## src/rtl/assert_macros.svh

```systemverilog
// Assertion macros shared by the RTL of the encoder speed and turn tracker.
`ifndef ASSERT_MACROS_SVH
`define ASSERT_MACROS_SVH

// Checks a property on every clock edge outside of reset.
`define ESTT_ASSERT(lbl, prop, msg) \
    lbl: assert property (@(posedge i_clk) disable iff (!i_rst_n) prop) else $error(msg);

// Checks a property on every clock edge, reset included.
`define ESTT_ASSERT_ALWAYS(lbl, prop, msg) \
    lbl: assert property (@(posedge i_clk) prop) else $error(msg);

`endif

```

## src/rtl/estt_pkg.sv

```systemverilog
// Package with the types and constants of the encoder speed and turn tracker.
package estt_pkg;

    localparam int GAIN_W     = 9;
    localparam int GAIN_FRAC  = 8;
    localparam int SPEED_W    = 22;
    localparam int TOTAL_W    = 48;
    localparam int WARM_W     = 5;
    localparam int ROUND_HALF = 128;

    localparam logic [GAIN_W-1:0] GAIN_ONE   = 9'd256;
    localparam logic [GAIN_W-1:0] GAIN_RESET = 9'd102;

    typedef logic signed [SPEED_W-1:0] t_speed;
    typedef logic signed [TOTAL_W-1:0] t_total;
    typedef logic [GAIN_W-1:0]         t_gain;
    typedef logic [WARM_W-1:0]         t_warm;

    localparam t_speed SPEED_MAX = {1'b0, {(SPEED_W - 1){1'b1}}};
    localparam t_speed SPEED_MIN = {1'b1, {(SPEED_W - 1){1'b0}}};

endpackage

```

## src/rtl/encoder_speed_and_turn_tracker_top.sv

```systemverilog
// Top level of the encoder speed and turn tracker.
// A taken word waits in the input register until the result register is free.
// Throughput: one word per cycle unless the output stalls, set by this register pair.
// The filter multiply-add and the total accumulate both finish in the result cycle.
// Synchronous active-low reset clears angle, speed, warm-up count, total and valids.
// Reset also loads the filter gain with 102.
`include "assert_macros.svh"

module encoder_speed_and_turn_tracker_top
    import estt_pkg::*;
#(
    parameter int ANGLE_BITS      = 14,
    parameter int WARMUP_SAMPLES  = 25,
    parameter int SPEED_FRAC_BITS = 8
) (
    input  logic                                    i_clk,
    input  logic                                    i_rst_n,
    input  logic                                    i_cfg_valid,
    output logic                                    o_cfg_ready,
    input  t_gain                                   i_cfg_data,
    input  logic                                    s_axis_tvalid,
    output logic                                    s_axis_tready,
    // Fields from bit 0: angle_code.
    input  logic [((ANGLE_BITS + 7) / 8) * 8 - 1:0] s_axis_tdata,
    output logic                                    m_axis_tvalid,
    input  logic                                    m_axis_tready,
    // Fields from bit 0: angle_step, filtered_speed, total_angle.
    output logic [((ANGLE_BITS + SPEED_W + TOTAL_W + 7) / 8) * 8 - 1:0] m_axis_tdata,
    // Fields from bit 0: tracking_active.
    output logic                                    m_axis_tuser
);

    localparam int OUT_DATA_W = ((ANGLE_BITS + SPEED_W + TOTAL_W + 7) / 8) * 8;
    localparam int OUT_PAD_W  = OUT_DATA_W - (ANGLE_BITS + SPEED_W + TOTAL_W);
    localparam t_warm WARM_END = WARM_W'(WARMUP_SAMPLES);

    logic                         r_in_valid;
    logic [ANGLE_BITS-1:0]        r_in_angle;
    logic [ANGLE_BITS-1:0]        r_prev;
    t_speed                       r_speed;
    t_warm                        r_warm;
    t_total                       r_total;
    t_gain                        r_gain;
    logic                         r_out_valid;
    logic signed [ANGLE_BITS-1:0] r_out_step;
    t_speed                       r_out_speed;
    t_total                       r_out_total;
    logic                         r_out_active;

    logic                         out_free;
    logic                         adv;
    logic signed [ANGLE_BITS-1:0] step;
    logic                         active;
    t_speed                       n_speed;
    t_total                       n_total;
    t_warm                        n_warm;

    assign o_cfg_ready   = 1'b1;
    assign out_free      = !r_out_valid || m_axis_tready;
    assign adv           = r_in_valid && out_free;
    assign s_axis_tready = !r_in_valid || out_free;

    assign m_axis_tvalid = r_out_valid;
    assign m_axis_tuser  = r_out_active;
    assign m_axis_tdata  = {{OUT_PAD_W{1'b0}}, r_out_total, r_out_speed, r_out_step};

    estt_speed_filter #(
        .ANGLE_BITS      (ANGLE_BITS),
        .SPEED_FRAC_BITS (SPEED_FRAC_BITS)
    ) u_filter (
        .i_step  (step),
        .i_gain  (r_gain),
        .i_speed (r_speed),
        .o_speed (n_speed)
    );

    always_comb begin
        step   = signed'(r_in_angle - r_prev);
        active = (r_warm >= WARM_END);
        if (active) begin
            n_total = r_total + {{(TOTAL_W - ANGLE_BITS){step[ANGLE_BITS-1]}}, step};
            n_warm  = r_warm;
        end else begin
            n_total = r_total;
            n_warm  = r_warm + 1'b1;
        end
    end

    always_ff @(posedge i_clk) begin
        if (!i_rst_n) begin
            r_gain      <= GAIN_RESET;
            r_in_valid  <= 1'b0;
            r_out_valid <= 1'b0;
            r_prev      <= '0;
            r_speed     <= '0;
            r_warm      <= '0;
            r_total     <= '0;
        end else begin
            if (i_cfg_valid && o_cfg_ready) begin
                r_gain <= i_cfg_data;
            end
            if (s_axis_tvalid && s_axis_tready) begin
                r_in_valid <= 1'b1;
            end else if (adv) begin
                r_in_valid <= 1'b0;
            end
            if (adv) begin
                r_out_valid <= 1'b1;
                r_prev      <= r_in_angle;
                r_speed     <= n_speed;
                r_warm      <= n_warm;
                r_total     <= n_total;
            end else if (m_axis_tready) begin
                r_out_valid <= 1'b0;
            end
        end
    end

    always_ff @(posedge i_clk) begin
        if (s_axis_tvalid && s_axis_tready) begin
            r_in_angle <= s_axis_tdata[ANGLE_BITS-1:0];
        end
        if (adv) begin
            r_out_step   <= step;
            r_out_speed  <= n_speed;
            r_out_total  <= n_total;
            r_out_active <= active;
        end
    end

    `ESTT_ASSERT(a_warm_bounded, r_warm <= WARM_END, "Warm-up count overran.")
    `ESTT_ASSERT(a_active_warm, r_out_valid && r_out_active |-> r_warm == WARM_END, "Early active.")
    `ESTT_ASSERT(a_speed_copy, adv |=> (r_out_speed == r_speed), "Speed copy lost.")
    `ESTT_ASSERT(a_total_hold, !adv |=> $stable(r_total), "Total moved without a word.")
    `ESTT_ASSERT_ALWAYS(a_ready_full, !s_axis_tready |-> r_in_valid, "Stalled while empty.")

endmodule

```

## src/rtl/estt_speed_filter.sv

```systemverilog
// First-order low-pass speed filter with rounding and saturation.
module estt_speed_filter
    import estt_pkg::*;
#(
    parameter int ANGLE_BITS      = 14,
    parameter int SPEED_FRAC_BITS = 8
) (
    input  logic signed [ANGLE_BITS-1:0] i_step,
    input  t_gain                        i_gain,
    input  t_speed                       i_speed,
    output t_speed                       o_speed
);

    localparam int DQ_W   = ANGLE_BITS + SPEED_FRAC_BITS;
    localparam int PROD_W = ((DQ_W > SPEED_W) ? DQ_W : SPEED_W) + GAIN_W + 1;
    localparam int SUM_W  = PROD_W + 1;

    t_gain                     gain_c;
    logic signed [GAIN_W:0]    gain_s;
    logic signed [GAIN_W:0]    comp_s;
    logic signed [DQ_W-1:0]    step_q;
    logic signed [PROD_W-1:0]  prod_new;
    logic signed [PROD_W-1:0]  prod_old;
    logic signed [SUM_W-1:0]   sum;
    logic signed [SUM_W-1:0]   shifted;

    always_comb begin
        gain_c   = (i_gain > GAIN_ONE) ? GAIN_ONE : i_gain;
        gain_s   = signed'({1'b0, gain_c});
        comp_s   = signed'({1'b0, GAIN_ONE - gain_c});
        step_q   = signed'({i_step, {SPEED_FRAC_BITS{1'b0}}});
        prod_new = PROD_W'(step_q) * PROD_W'(gain_s);
        prod_old = PROD_W'(i_speed) * PROD_W'(comp_s);
        sum      = SUM_W'(prod_new) + SUM_W'(prod_old) + SUM_W'(ROUND_HALF);
        shifted  = sum >>> GAIN_FRAC;
        if (shifted > SUM_W'(SPEED_MAX)) begin
            o_speed = SPEED_MAX;
        end else if (shifted < SUM_W'(SPEED_MIN)) begin
            o_speed = SPEED_MIN;
        end else begin
            o_speed = shifted[SPEED_W-1:0];
        end
    end

endmodule
```

## config.mk

```make
export PLATFORM = sky130hd
export DESIGN_NAME = encoder_speed_and_turn_tracker_top
export DESIGN_NICKNAME = d
export VERILOG_FILES = /design/src/rtl/estt_pkg.sv /design/src/rtl/encoder_speed_and_turn_tracker_top.sv /design/src/rtl/estt_speed_filter.sv
export VERILOG_INCLUDE_DIRS = /design/src /design/src/rtl
export SDC_FILE = /design/constraint.sdc
export NUM_CORES = 1
export LEC_CHECK = 0
export BUFFER_PORTS_ARGS = -buffer_cell sky130_fd_sc_hd__buf_2
export CAP_MARGIN = 20
export CORE_ASPECT_RATIO = 1.75
export CORE_MARGIN = 3
export CORE_UTILIZATION = 50
export DETAILED_ROUTE_END_ITERATION = 8
export HOLD_SLACK_MARGIN = 0.05
export PLACE_DENSITY_LB_ADDON = 0.3
export SYNTH_ARGS = -nofsm -noshare
export SYNTH_HDL_FRONTEND = slang
export SYNTH_SLANG_ARGS = --single-unit
```

## constraint.sdc

```tcl
create_clock -name i_clk -period 27.4 [get_ports i_clk]
set_clock_uncertainty 0.1 [all_clocks]
set_input_delay 1.37 -clock i_clk [delete_from_list [all_inputs] [get_ports i_clk]]
set_output_delay 1.37 -clock i_clk [all_outputs]
set_load 0.005 [all_outputs]
```

---- After elaboration in Yosys (flattened, before gate mapping) ----
Cells that the tools add are included.
cells by class
  reductions and logical operators ........ 9
  add/subtract/negate cells ............... 6
  $mul .................................... 2
  order comparisons ....................... 4
  bitwise gates (word level) .............. 1
  muxes and demuxes ....................... 8
operators with widths
  kind                   number
  $add 48x48->48         1
  $mux 48                1
  $mux 22                2
  $add 32x32->33         1
  $add 33x9->33 const B  1
  $mul 22x10->32         1
  $gt 25x22->1 const B   1
  $lt 25x22->1 const B   1
  $mul 14x10->24         1
  $sub 14x14->14         1
  $gt 9x9->1 const B     1
  $mux 9                 1
  $sub 9x9->9 const A    1
  $add 5x1->5 const B    1
  $ge 5x5->1 const B     1
  $mux 1                 4
  $reduce_bool 2->1      2
  $logic_and 1x1->1      2
  $logic_not 1->1        2
  $logic_or 1x1->1       2
  $reduce_and 2->1       1
  $not 1->1              1
storage, ports and cells
  bits in registers ....................... 199
  input port bits ......................... 30
  logic and storage cells ................. 42
  output and inout bits ................... 92

---- Longest topological paths before layout ----
Gate-level depths: netlist of the first run.
  depth in word-level cells ............... 9
  mapped depth ............................ 44
  depth with buffers taken out ............ 43

---- Hierarchy ----
From an unflattened synthesis of the first run, not the netlist that was laid out.
unflattened totals
  cell total of the unflattened synthesis .. 2,620
  area, all modules ....................... 23,455.0 um2
by module, submodules not included
  module                              times used  cells each  area an instance (um2)
  estt_speed_filter                   1           1,461       12,856.1
  encoder_speed_and_turn_tracker_top  1           1,159       10,598.9

---- Worst setup path after synthesis of the first run ----
No wires, ideal clock.
  kind .................................... reg2reg
  start ................................... register r_in_angle[2]
  end ..................................... register r_out_speed[0] (data pin)
  arrival ................................. 11.100 ns
  data required time ...................... 27.032 ns
  path slack .............................. 15.932 ns
  cell stages (with the launch flop) ...... 41
  period minus slack after synthesis ...... 11.468 ns
  buffers on the path ..................... 2
  cells stage by stage .................... edfxtp_1 -> ha_1 -> o21a_1 -> o31a_1 -> o211ai_1 -> and3_1 -> or3_1 -> nand3_1 -> clkbuf_1 -> nand2_1 -> fa_1 -> fa_1 -> inv_1 -> fa_1 -> fa_1 -> inv_1 -> fa_1 -> inv_1 -> [... 5 more ...] -> a211oi_1 -> o21bai_1 -> a21oi_1 -> xnor2_1 -> fa_1 -> fa_1 -> inv_1 -> fa_1 -> inv_1 -> ha_1 -> and3_1 -> o211ai_1 -> o21ai_0 -> nor2b_1 -> xnor2_4 -> nand2b_1 -> clkbuf_1 -> o21ai_1
between the ends
  longest elaborated chain between the ends .. 7
  elaborated cells on any way between the ends .. 8
  classes of those cells .................. add/sub (3); mul (1); order compare (2); mux (2)
RTL lines
  what                    line                                       source
  start, declared         encoder_speed_and_turn_tracker_top.sv:38   logic [ANGLE_BITS-1:0] r_in_angle;
  start signal, assigned  encoder_speed_and_turn_tracker_top.sv:121  r_in_angle <= s_axis_tdata[ANGLE_BITS-1:0];
  $sub 14x14->14 *        encoder_speed_and_turn_tracker_top.sv:78   step = signed'(r_in_angle - r_prev);
  via step[13]            encoder_speed_and_turn_tracker_top.sv:52   logic signed [ANGLE_BITS-1:0] step;
  $mul 14x10->24 *        estt_speed_filter.sv:32                    prod_new = PROD_W'(step_q) * PROD_W'(gain_s);
  $add 32x32->33 *        estt_speed_filter.sv:34                    sum = SUM_W'(prod_new) + SUM_W'(prod_old) + SUM_W'(ROUND_HALF);
  $add 33x9->33 *         estt_speed_filter.sv:34
  $lt 25x22->1            estt_speed_filter.sv:38                    end else if (shifted < SUM_W'(SPEED_MIN)) begin
  $mux 22                 estt_speed_filter.sv:38
  $mux 22 *               estt_speed_filter.sv:36                    if (shifted > SUM_W'(SPEED_MAX)) begin
  via n_speed[0]          encoder_speed_and_turn_tracker_top.sv:54   t_speed n_speed;
  end signal, assigned    encoder_speed_and_turn_tracker_top.sv:125  r_out_speed <= n_speed;
  end, declared           encoder_speed_and_turn_tracker_top.sv:46   t_speed r_out_speed;
Mark *: on every way through the listed nets, which the timed path passes. The rest lies on a longest branch.
A chain may end at the register's enable or synchronous reset.

---- Worst setup path after layout of the first run ----
  start ................................... register r_in_angle[2]
  end ..................................... register r_out_speed[3] (data pin)
between the ends
  longest elaborated chain between the ends .. 7
  elaborated cells on any way between the ends .. 8
  classes of those cells .................. add/sub (3); mul (1); order compare (2); mux (2)
RTL lines
  what              line
  $sub 14x14->14 *  encoder_speed_and_turn_tracker_top.sv:78
  $mul 14x10->24 *  estt_speed_filter.sv:32
  $add 32x32->33 *  estt_speed_filter.sv:34
  $add 33x9->33 *   estt_speed_filter.sv:34
  $lt 25x22->1      estt_speed_filter.sv:38
  $mux 22           estt_speed_filter.sv:38
  $mux 22 *         estt_speed_filter.sv:36
  via n_speed[3]    encoder_speed_and_turn_tracker_top.sv:54
Marked as above.

==> results of run 1 <==
synth_stat cells (4+ instances only):
| library cell | instances | share of area [%] |
|---|---|---|
| nand2b_1 | 20 | 0.54 |
| o21a_1 | 12 | 0.39 |
| and2_1 | 122 | 3.3 |
| o21ai_0 | 90 | 2.0 |
| buf_1 | 10 | 0.16 |
| o21ai_1 | 25 | 0.54 |
| o21bai_1 | 19 | 0.62 |
| mux2i_1 | 11 | 0.48 |
| nand3_1 | 46 | 1.0 |
| a221o_1 | 23 | 1.0 |
| inv_1 | 394 | 6.4 |
| a21oi_2 | 4 | 0.15 |
| a211oi_1 | 20 | 0.65 |
| nand4_1 | 10 | 0.27 |
| xnor2_1 | 83 | 3.2 |
| nor2_1 | 94 | 1.5 |
| a211o_1 | 6 | 0.23 |
| o211a_1 | 4 | 0.17 |
| or2_2 | 5 | 0.14 |
| a21o_1 | 44 | 1.4 |
| ha_1 | 186 | 10 |
| nor4_1 | 5 | 0.14 |
| nor2b_1 | 39 | 1.1 |
| a31oi_1 | 11 | 0.30 |
| a21oi_1 | 125 | 2.7 |
| dfxtp_1 | 100 | 8.7 |
| fa_1 | 301 | 26 |
| and4_1 | 5 | 0.19 |
| buf_2 | 6 | 0.13 |
| buf_4 | 5 | 0.16 |
| o211ai_1 | 14 | 0.46 |
| edfxtp_1 | 99 | 13 |
| or3_1 | 9 | 0.24 |
| nand2_1 | 341 | 5.6 |
| and3_1 | 22 | 0.60 |
| nor3_1 | 26 | 0.56 |
| xor2_1 | 47 | 1.8 |
| clkbuf_1 | 91 | 1.5 |
kinds of logic after synthesis:
group                    share of synthesized area [%]
AND/OR/NAND/NOR                                   15.7
buffers and inverters                             8.49
adder cells (fa/ha/maj)                           36.3
AO/OA/AOI/OAI                                     12.3
flip-flops                                        21.6
XOR/XNOR                                          5.06
multiplexers                                     0.576
other                                           0.0326
stage by stage:
stage                     worst slack [ns]  cells
after floorplan                      15.93   2541
after global placement               15.34   3140
after detailed placement             15.11   3141
after CTS                            15.03   3173
after global routing                 14.35   3175
final                                15.11   3175
tightest hold or removal path: stages, from the launching register on:
cell,delay (ns)
dfxtp_1,0.31
nand2_1,0.05
a21oi_1,0.05
metal layers:
metal | wire length [um] | GRT usage [%] | vias to the layer above | share of wire (%)
met5 | 0 | 0 | - | 0
met3 | 2320 | 3.12 | 175 | 3.8
li1 | - | - | 8302 | -
met2 | 33600 | 48.6 | 466 | 56
met4 | 3030 | 12.7 | 0 | 5.0
met1 | 21300 | 26.5 | 8812 | 35
state kept, by name, indices dropped and copies added, names as in the netlist, 9 cells and up:
register     flops
r_gain           9
r_in_angle      14
r_out_speed     22
r_out_step      14
r_out_total     48
r_prev          14
r_speed         22
r_total         48
area by class of cell:
class | count | area, um2
fillers | 4118 | 20600
multi-input cells | 1832 | 16200
clock inverters | 13 | 173
clock buffers | 19 | 443
flip-flops and latches | 199 | 4970
well taps | 577 | 722
inverters | 395 | 1490
repair buffers | 140 | 788
how the worst max path moves through the flow:
stage	start	end	slack, ns
after floorplan	r_in_angle[2]	r_out_speed[0]	15.93
after global placement	r_in_angle[2]	r_out_speed[3]	15.34
after detailed placement	r_in_angle[2]	r_out_speed[0]	15.11
after CTS	r_in_angle[2]	r_out_speed[0]	15.03
after global routing	r_in_angle[2]	r_out_speed[3]	14.35
final	r_in_angle[2]	r_out_speed[3]	15.11
==> summary.md, run 1 <==
| Metric | Value |
|---|---|
| Outcome | finished, final reports clean |
| CTS resizes | 0 |
| Reg2reg setup slack | 15.11 ns |
| Total Neg Setup Slack | 0 ns |
| DRT iter0 DRCs | 825 |
| GRT Overall Usage | 25.3% |
| Mapped Cells | 2538 |
| Final Cycle Share | 44.9% |
| Ant diodes | 0 |
| Setup violations, final | 0 |
| Worst slew pin tran | 1.16 ns |
| PortBufs | 114 |
| Most frequent CP cell | fa_1 |
| Delay-heaviest family, CP | adder cells |
| Core area | 45400 um2 |
| Reg clk slew, reported paths | 0.09 ns |
| Register area share after synthesis | 21.6% |
| Initial antenna violation count | 0 |
| Setup bufs post-CTS | 0 |
| Reg2Reg Depth | 39 |
| Fin Hold WS | 0.359 ns |
| Vias in the first global route | 19300 |
| Hold path startpoint | r_prev[12] |
| Slowest cell on crit path | and2_1 |
| Worst slew margin | 22.4% |
| Worst setup path class | register to register |
| Cts hold-fix bufs | 0 |
| Levels on crit path | 39 |
| RSZ-0062 raised after global routing | no |
| Max-Cap Viols | 0 |
| Clock buffer depth | 2 |
| Sink Count | 199 |
| # nets final | 3102 |
| DR pass1 iterations | 5 |
| Pin count of the biggest net entering global routing | 84 |
| Register bit total from synthesis | 199 |
| First-pass GRT wire length | 98.4 mm |
| Predominant post-synthesis flop cell | dfxtp_1 |
| H-tree depth | 4 |
| CP endpoint kind | register |
| Fin crit period | 12.29 ns |
| Detail Route Antenna Nets | 0 |
| Grt ovf | 0 |
| Number of flops mapped to enable cells by yosys | 99 |
| Synthesized area per cell | 9.08 um2 |
| Core Rows | 103 |
| Via count | 17800 |
| Commonest non-fill, non-tap cell in the layout | inv_1 |
| Layout Cell Area excl Fill | 24800 um2 |
| DP Area | 24100 um2 |
| Synthesis Warnings | 0 |
| Residual DRC | 0 |
| Area growth, synth to finish | 7.48% |
| Distinct cells, synth | 76 |
| Post-Syn Area | 23000 um2 |
| Most frequent cells in the layout | 393 x inv_1, 341 x nand2_1, 301 x fa_1 |
| IO Pins | 122 |
| Die width | 168 um |
| Initial Util | 50.8% |
| DR vias/cell | 5.59 |
| Achievable Freq | 81.3 MHz |
| Total CTS buffers | 17 |
| Hold Path Depth | 2 |
| Share of layout cells above drive strength 1 | 8.01% |
| CTS tree | yes |
| Post-DP HPWL | 47.3 mm |
| Max-slew violation count | 0 |
| Hold path endpoint | r_prev[12] |
| Crit path launch type | register |
| Routed WL | 60.3 mm |
| Worst endpoint data arrival time | 12.34 ns |
| Final GP Congestion | 0.888 |
| Util after Layout | 54.6% |
| FF-to-FF Start | r_in_angle[2] |
| Die Y | 290 um |
| Final Hold Vio Count | 0 |
| CP Max Fanout | 48 |
| Crit path buffers/inverters | 6 |
| Die area | 48800 um2 |
| Min-Delay Path Class | register to register |
| Async SR Flop Fraction | 0% |
| CP Data Required Time | 27.45 ns |
| Clk Latency, worst-skew pair | 0.49 ns |
| Root Driver | clkbuf_16 |
| Reg2reg end | r_out_speed[3] |
| WL per Instance | 19.0 um |
| Crit path largest cell delay | 0.74 ns |
Power of run 1 is left out: the tool's default activity adds up to more than one toggle a clock period on the data nets, which glitch-free logic cannot reach.
==> inputs of run 2 (changes only) <==
Clock period 27.4 ns to 12.7 ns, I/O delays scaled along.
==> run 2 against run 1 <==
  * Final cell count grew 0.25%
  * Die area stayed put
  * Core utilization grew 0.14 points
  * Flip-flop and latch count is the same
  * Non-clock buffer count up 7
  * Fmax is 6.6% higher
  * Global-route usage is 0.076 points higher
  * Worst hold slack got worse by 0.13 ns
  * Sequential share of layout area is 0.052 points lower
  * Critical path depth up 5
  * First-iteration DRC count is 12% lower
  * Critical path type unchanged
==> summary.md, run 2 (synthesis gave the netlist of run 1 again) <==
| Metric | Value |
|---|---|
| Outcome | finished, final reports clean |
| Crit path buffers/inverters | 8 (+2) |
| Total CTS buffers | 17 (unchanged) |
| # nets final | 3109 (+0.23%) |
| CP Data Required Time | 12.92 ns (-14.53 ns) |
| CP endpoint kind | register |
| Crit path launch type | register |
| Die width | 168 um (unchanged) |
| Core area | 45400 um2 (unchanged) |
| Grt ovf | 0 (unchanged) |
| WL per Instance | 19.1 um (+0.60%) |
| FF-to-FF Start | r_in_angle[0] |
| H-tree depth | 4 (unchanged) |
| Final Hold Vio Count | 0 (unchanged) |
| GR Layer Usage met3 | 3.48% (+0.35 points) |
| Final Cycle Share | 90.8% (+46 points) |
| CTS resizes | 0 (unchanged) |
| Share of layout cells above drive strength 1 | 8.25% (+0.25 points) |
| Worst setup path class | register to register |
| Reg clk slew, reported paths | 0.08 ns (about the same) |
| Area growth, synth to finish | 7.76% |
| CTS tree | yes |
| Total Neg Setup Slack | 0 ns (unchanged) |
| Residual DRC | 0 (unchanged) |
| DR vias/cell | 5.63 (+0.62%) |
| Most frequent cells in the layout | 393 x inv_1, 341 x nand2_1, 301 x fa_1 |
| Crit path largest cell delay | 0.60 ns (-0.14 ns) |
| Commonest non-fill, non-tap cell in the layout | inv_1 |
| Hold path startpoint | s_axis_tdata[2] |
| Setup crit start | r_in_angle[0] |
| Die Y | 290 um (unchanged) |
| Post-DP HPWL | 48.0 mm (+1.4%) |
| IO Pins | 122 (unchanged) |
| Worst endpoint data arrival time | 11.76 ns (-0.58 ns) |
| CP Max Fanout | 18 (-63%) |
| Initial antenna violation count | 0 (unchanged) |
| Achievable Freq | 86.7 MHz (+6.6%) |
| Met1 Usage GRT | 26.5% (about the same) |
| Final GP Congestion | 0.899 (+1.2%) |
| DRT iter0 DRCs | 727 (-12%) |
| Root Driver | clkbuf_16 |
| Sink Count | 199 (unchanged) |
| Clk Latency, worst-skew pair | 0.49 ns (about the same) |
| Delay-heaviest family, CP | adder cells |
| GRT Overall Usage | 25.3% (+0.076 points) |
| Min-Delay Path Class | primary input to register |
| Cts hold-fix bufs | 0 (unchanged) |
| Reg2reg setup slack | 1.16 ns (-13.94 ns) |
| Detail Route Antenna Nets | 0 (unchanged) |
| Setup bufs post-CTS | 0 (unchanged) |
| Die area | 48800 um2 (unchanged) |
| Reg2Reg Depth | 44 (+13%) |
| Via count | 17900 (+0.87%) |
| Initial Util | 50.8% (unchanged) |
| Pin count of the biggest net entering global routing | 84 (unchanged) |
| Slowest cell on crit path | xnor2_1 |
| Largest regs | r_out_total: 48 flops, r_total: 48 flops |
| Setup violations, final | 0 (unchanged) |
| Hold Path Depth | 1 (-1) |
| Most frequent CP cell | fa_1 |
| Max-slew violation count | 0 (unchanged) |
| PortBufs | 114 (unchanged) |
| Worst slew margin | 29.8% (+7.4 points) |
| Hold path endpoint | r_in_angle[2] |
| Clock buffer depth | 2 (unchanged) |
| First-pass GRT wire length | 99.0 mm (+0.56%) |
| Worst slew pin tran | 1.05 ns (-0.111 ns) |
| Max-Cap Viols | 0 (unchanged) |
| Reg2reg end | r_out_speed[0] |
| RSZ-0062 raised after global routing | no |
| Vias in the first global route | 19500 (+0.92%) |
| Core Rows | 103 (unchanged) |
| Routed WL | 60.8 mm (+0.85%) |
| Most used routing layer | met2 |
| Fin crit period | 11.54 ns (-0.756 ns) |
| DR pass1 iterations | 5 (unchanged) |
| M2 GR Usage | 48.6% (about the same) |
==> run 2: cell count changes in the layout (fill, tap and decap cells not counted), sizes merged <==
cell	delta
bufinv	-1
diode	+1
clkinv	+2
clkbuf	-1
buf	+7
==> run 2: worst max-delay path by stage <==
stage	cells after the start	slack [ns]	to
2_1_floorplan	40	1.23	r_out_speed[0]
3_3_place_gp	43	1.08	r_out_speed[20]
3_5_place_dp	43	0.81	r_out_speed[20]
4_1_cts	43	0.79	r_out_speed[0]
5_1_grt	43	0.50	r_out_speed[2]
6_report	44	1.16	r_out_speed[0]
==> run 2: layout make-up <==
class                      instances  area, um2
antenna                            1       2.50
clock buffer                      18        439
clock inverter                    14        186
fill                            4119      20500
inverter                         395       1490
multi-input combinational       1832      16200
sequential                       199       4970
tap                              577        722
timing repair buffer             147        848
==> run 2: per-stage QoR <==
step           cells  hold WS (ns)  utilization (%)  cell area [um2]  setup WS, ns
2_1_floorplan   2541         0.333                -            23100          1.23
3_3_place_gp    3144         0.341             53.2            24100          1.08
3_5_place_dp    3146         0.347             53.3            24200         0.811
4_1_cts         3178         0.206             54.6            24800         0.786
5_1_grt         3182         0.208             54.7            24800         0.500
6_report        3183         0.227             54.7            24800          1.16
==> run 2: worst reg2reg max path: cells and delay by family (launching register included) <==
family,cells,cell delay [ns]
simple gates,7,1.31
compound gates,15,2.68
buf+inv,8,0.79
fa+ha+maj,12,5.37
xor+xnor,2,0.76
flops,1,0.35
==> run 2: per-layer routing <==
layer / up-vias / share of wire (%)
met5: - / 0
met4: 0 / 4.9
met3: 160 / 4.6
met2: 510 / 55
met1: 8908 / 35
li1: 8332 / -
Power of run 2 is left out for the same reason.
==> inputs of run 3 (changes only) <==
Settings changed: ABC_AREA set to 1.
==> run 3 against run 2 <==
  * Flip-flop and latch count is the same
  * Critical path type unchanged
  * Synthesized cell count is 26% higher
  * Via count increased by 17%
==> summary.md, run 3 <==
| Metric | Value |
|---|---|
| CP Data Required Time | 12.79 ns (-0.13 ns) |
| Main combinational cell family by area after synthesis | adder cells |
| Vias in the first global route | 22400 (+15%) |
| Ant diodes | 0 (-1) |
| Met1 WL | 23.1 mm (+7.5%) |
| Register bit total from synthesis | 199 (unchanged) |
| Mapped Cells | 3206 (+26%) |
| Crit path buffers/inverters | 12 (+4) |
| WL met3 | 2.84 mm (+2.3%) |
| GRT Overall Usage | 27.7% (+2.4 points) |
| Most frequent cells in the layout | 678 x inv_1, 638 x nand2_1, 367 x nor2_1 |
| CP Max Fanout | 42 (+24) |
| CTS resizes | 0 (unchanged) |
| Core area | 48100 um2 (+6.1%) |
| Synth Area in Simple Gates | 21.3% (+5.7 points) |
| Cts hold-fix bufs | 0 (unchanged) |
| Area contributors post-synth | fa_1 25%, edfxtp_1 12%, inv_1 10% |
| Reg clk slew, reported paths | 0.08 ns (about the same) |
| Post-synthesis mux area share | 0% (-0.58 points) |
| Outcome | finished, final reports clean |
| Post-DP HPWL | 58.1 mm (+21%) |
| Largest regs | r_out_total: 48 flops, r_total: 48 flops |
| Hold Path Depth | 1 (unchanged) |
| DR vias/cell | 5.29 (-6.0%) |
| Synthesis Warnings | 0 (unchanged) |
| Die width | 173 um (+3.0%) |
| Worst setup path class | register to register |
| Number of flops mapped to enable cells by yosys | 99 (unchanged) |
| Final GP Congestion | 1.01 (+12%) |
| Share of the synthesized area in the top cell type | 24.6% (-1.5 points) |
| Delay-heaviest family, CP | adder cells |
| DP Area | 25700 um2 (+6.4%) |
| DR top layer | met4 |
| First-pass GRT wire length | 113 mm (+14%) |
| Async SR Flop Fraction | 0% (unchanged) |
| Die area | 51800 um2 (+6.1%) |
| Setup bufs post-CTS | 0 (unchanged) |
| Worst slew margin | 30.0% (+0.26 points) |
| Most frequent CP cell | inv_1 |
| Max-slew violation count | 0 (unchanged) |
| Share of layout cells above drive strength 1 | 7.36% (-0.89 points) |
| CP endpoint kind | register |
| Routed WL | 70.2 mm (+15%) |
| Setup violations, final | 0 (unchanged) |
| Predominant post-synthesis flop cell | dfxtp_1 |
| Adder-Cell Fraction of Synth Area | 34.1% (-2.1 points) |
| Core Rows | 106 (+2.9%) |
| Crit path largest cell delay | 0.62 ns (+0.02 ns) |
| WL met2 | 38.0 mm (+13%) |
| Root Driver | clkbuf_16 |
| Die Y | 299 um (+3.0%) |
| PortBufs | 114 (unchanged) |
| Crit path launch type | register |
| IO Pins | 122 (unchanged) |
| Synth area leader | fa_1 |
| Clock buffer depth | 2 (unchanged) |
| Achievable Freq | 87.1 MHz (+0.44%) |
| Pin count of the biggest net entering global routing | 92 (+9.5%) |
| Layout Cell Area excl Fill | 26300 um2 (+6.0%) |
| Area growth, synth to finish | 7.44% |
| Final Cycle Share | 90.5% (-0.39 points) |
| CTS tree | yes |
| Final Hold Vio Count | 0 (unchanged) |
| Via count | 20900 (+17%) |
| Reg2reg end | r_out_speed[20] |
| Total Neg Setup Slack | 0 ns (unchanged) |
| Residual DRC | 0 (unchanged) |
| Detail Route Antenna Nets | 0 (unchanged) |
| Synth Area in XOR/XNOR | 2.46% (-2.6 points) |
| Most frequent cell after synthesis | inv_1 |
| Initial antenna violation count | 0 (unchanged) |
| Reg2reg setup slack | 1.21 ns (+0.05 ns) |
| # nets final | 3805 (+22%) |
| Hold path startpoint | s_axis_tdata[12] |
| Clk Latency, worst-skew pair | 0.48 ns (about the same) |
| RSZ-0062 raised after global routing | no |
| Reg2Reg Depth | 50 (+14%) |
| Grt ovf | 0 (unchanged) |
| Commonest non-fill, non-tap cell in the layout | inv_1 |
| Commonest cells post-synth | 680 x inv_1, 639 x nand2_1, 367 x nor2_1 |
| Post-Syn Area | 24500 um2 (+6.3%) |
| Worst slew pin tran | 1.05 ns (-0.00282 ns) |
| DR pass1 iterations | 5 (unchanged) |
| Distinct cells, synth | 51 (-33%) |
| Synthesized area per cell | 7.64 um2 (-16%) |
| Fin crit period | 11.49 ns (-0.0501 ns) |
| Total CTS buffers | 17 (unchanged) |
| Max-Cap Viols | 0 (unchanged) |
| Fin Hold WS | 0.237 ns (+0.0102 ns) |
| Min-Delay Path Class | primary input to register |
| Worst endpoint data arrival time | 11.57 ns (-0.19 ns) |
| Sink Count | 199 (unchanged) |
| DRT iter0 DRCs | 1074 (+48%) |
| H-tree depth | 4 (unchanged) |
| WL per Instance | 17.8 um (-6.9%) |
| Compound-Gate Fraction of Synth Area | 9.65% (-2.7 points) |
| FF-to-FF Start | r_in_angle[0] |
| Register area share after synthesis | 20.3% (-1.3 points) |
| Slowest cell on crit path | nor4_1 |
| Initial Util | 50.9% (+0.074 points) |
| Hold path endpoint | r_in_angle[12] |
## run 3: cell types whose count changed in the layout (fill, tap and decap cells not counted), sizes merged, moves of 80 or more
| cell | before | now |
|---|---|---|
| nor2 | 94 | 368 |
| inv | 403 | 693 |
| nand2 | 341 | 670 |
| a21oi | 129 | 214 |
| nand3 | 47 | 127 |
| and2 | 122 | 2 |
## run 3: metrics by stage
stage                     std cells  util [%]  worst slack [ns]
after CTS                      3948      54.6              1.18
final                          3949      54.7              1.21
after global routing           3949      54.7             0.403
after detailed placement       3916      53.4              1.22
after global placement         3916      53.4              1.39
after floorplan                3209         -              2.78
## run 3: area by class of cell
| type | count | area, um2 |
|---|---|---|
| Multi-Input combinational cell | 2244 | 16600 |
| Inverter | 689 | 2590 |
| Fill cell | 4697 | 21800 |
| Timing Repair Buffer | 137 | 743 |
| Clock buffer | 17 | 425 |
| Tap cell | 648 | 811 |
| Sequential cell | 199 | 4970 |
| Clock inverter | 15 | 179 |
## run 3: cell families after synthesis
logic type               Yosys count
AND/OR/NAND/NOR                 1245
other                              2
buffers and inverters            766
adder cells (fa/ha/maj)          487
XOR/XNOR                          68
flip-flops                       199
AO/OA/AOI/OAI                    439
## run 3: worst register-to-register path: cells and delay by family, from the launching register on
family | cells | cell delay [ns]
flops | 1 | 0.32
fa+ha+maj | 12 | 5.55
xor+xnor | 2 | 0.43
compound gates | 3 | 0.49
simple gates | 21 | 3.28
buf+inv | 12 | 1.05
## run 3: how the worst max path moves through the flow
stage                  startpoint  slack (ns)  cells after the start              end
detailed placement  r_in_angle[0]        1.22                     50  r_out_speed[20]
global placement    r_in_angle[0]        1.39                     50  r_out_speed[20]
finish              r_in_angle[0]        1.21                     50  r_out_speed[20]
CTS                 r_in_angle[0]        1.18                     50  r_out_speed[20]
global route        r_in_angle[0]        0.40                     50  r_out_speed[20]
floorplan           r_in_angle[8]        2.78                     44   r_out_speed[0]
## run 3: per-layer routing
layer	track usage (%)	up-vias
met2	53.9	651
met5	0	-
met4	20.9	0
met3	2.89	283
met1	26.2	9901
li1	-	10100
Power of run 3 is left out for the same reason.
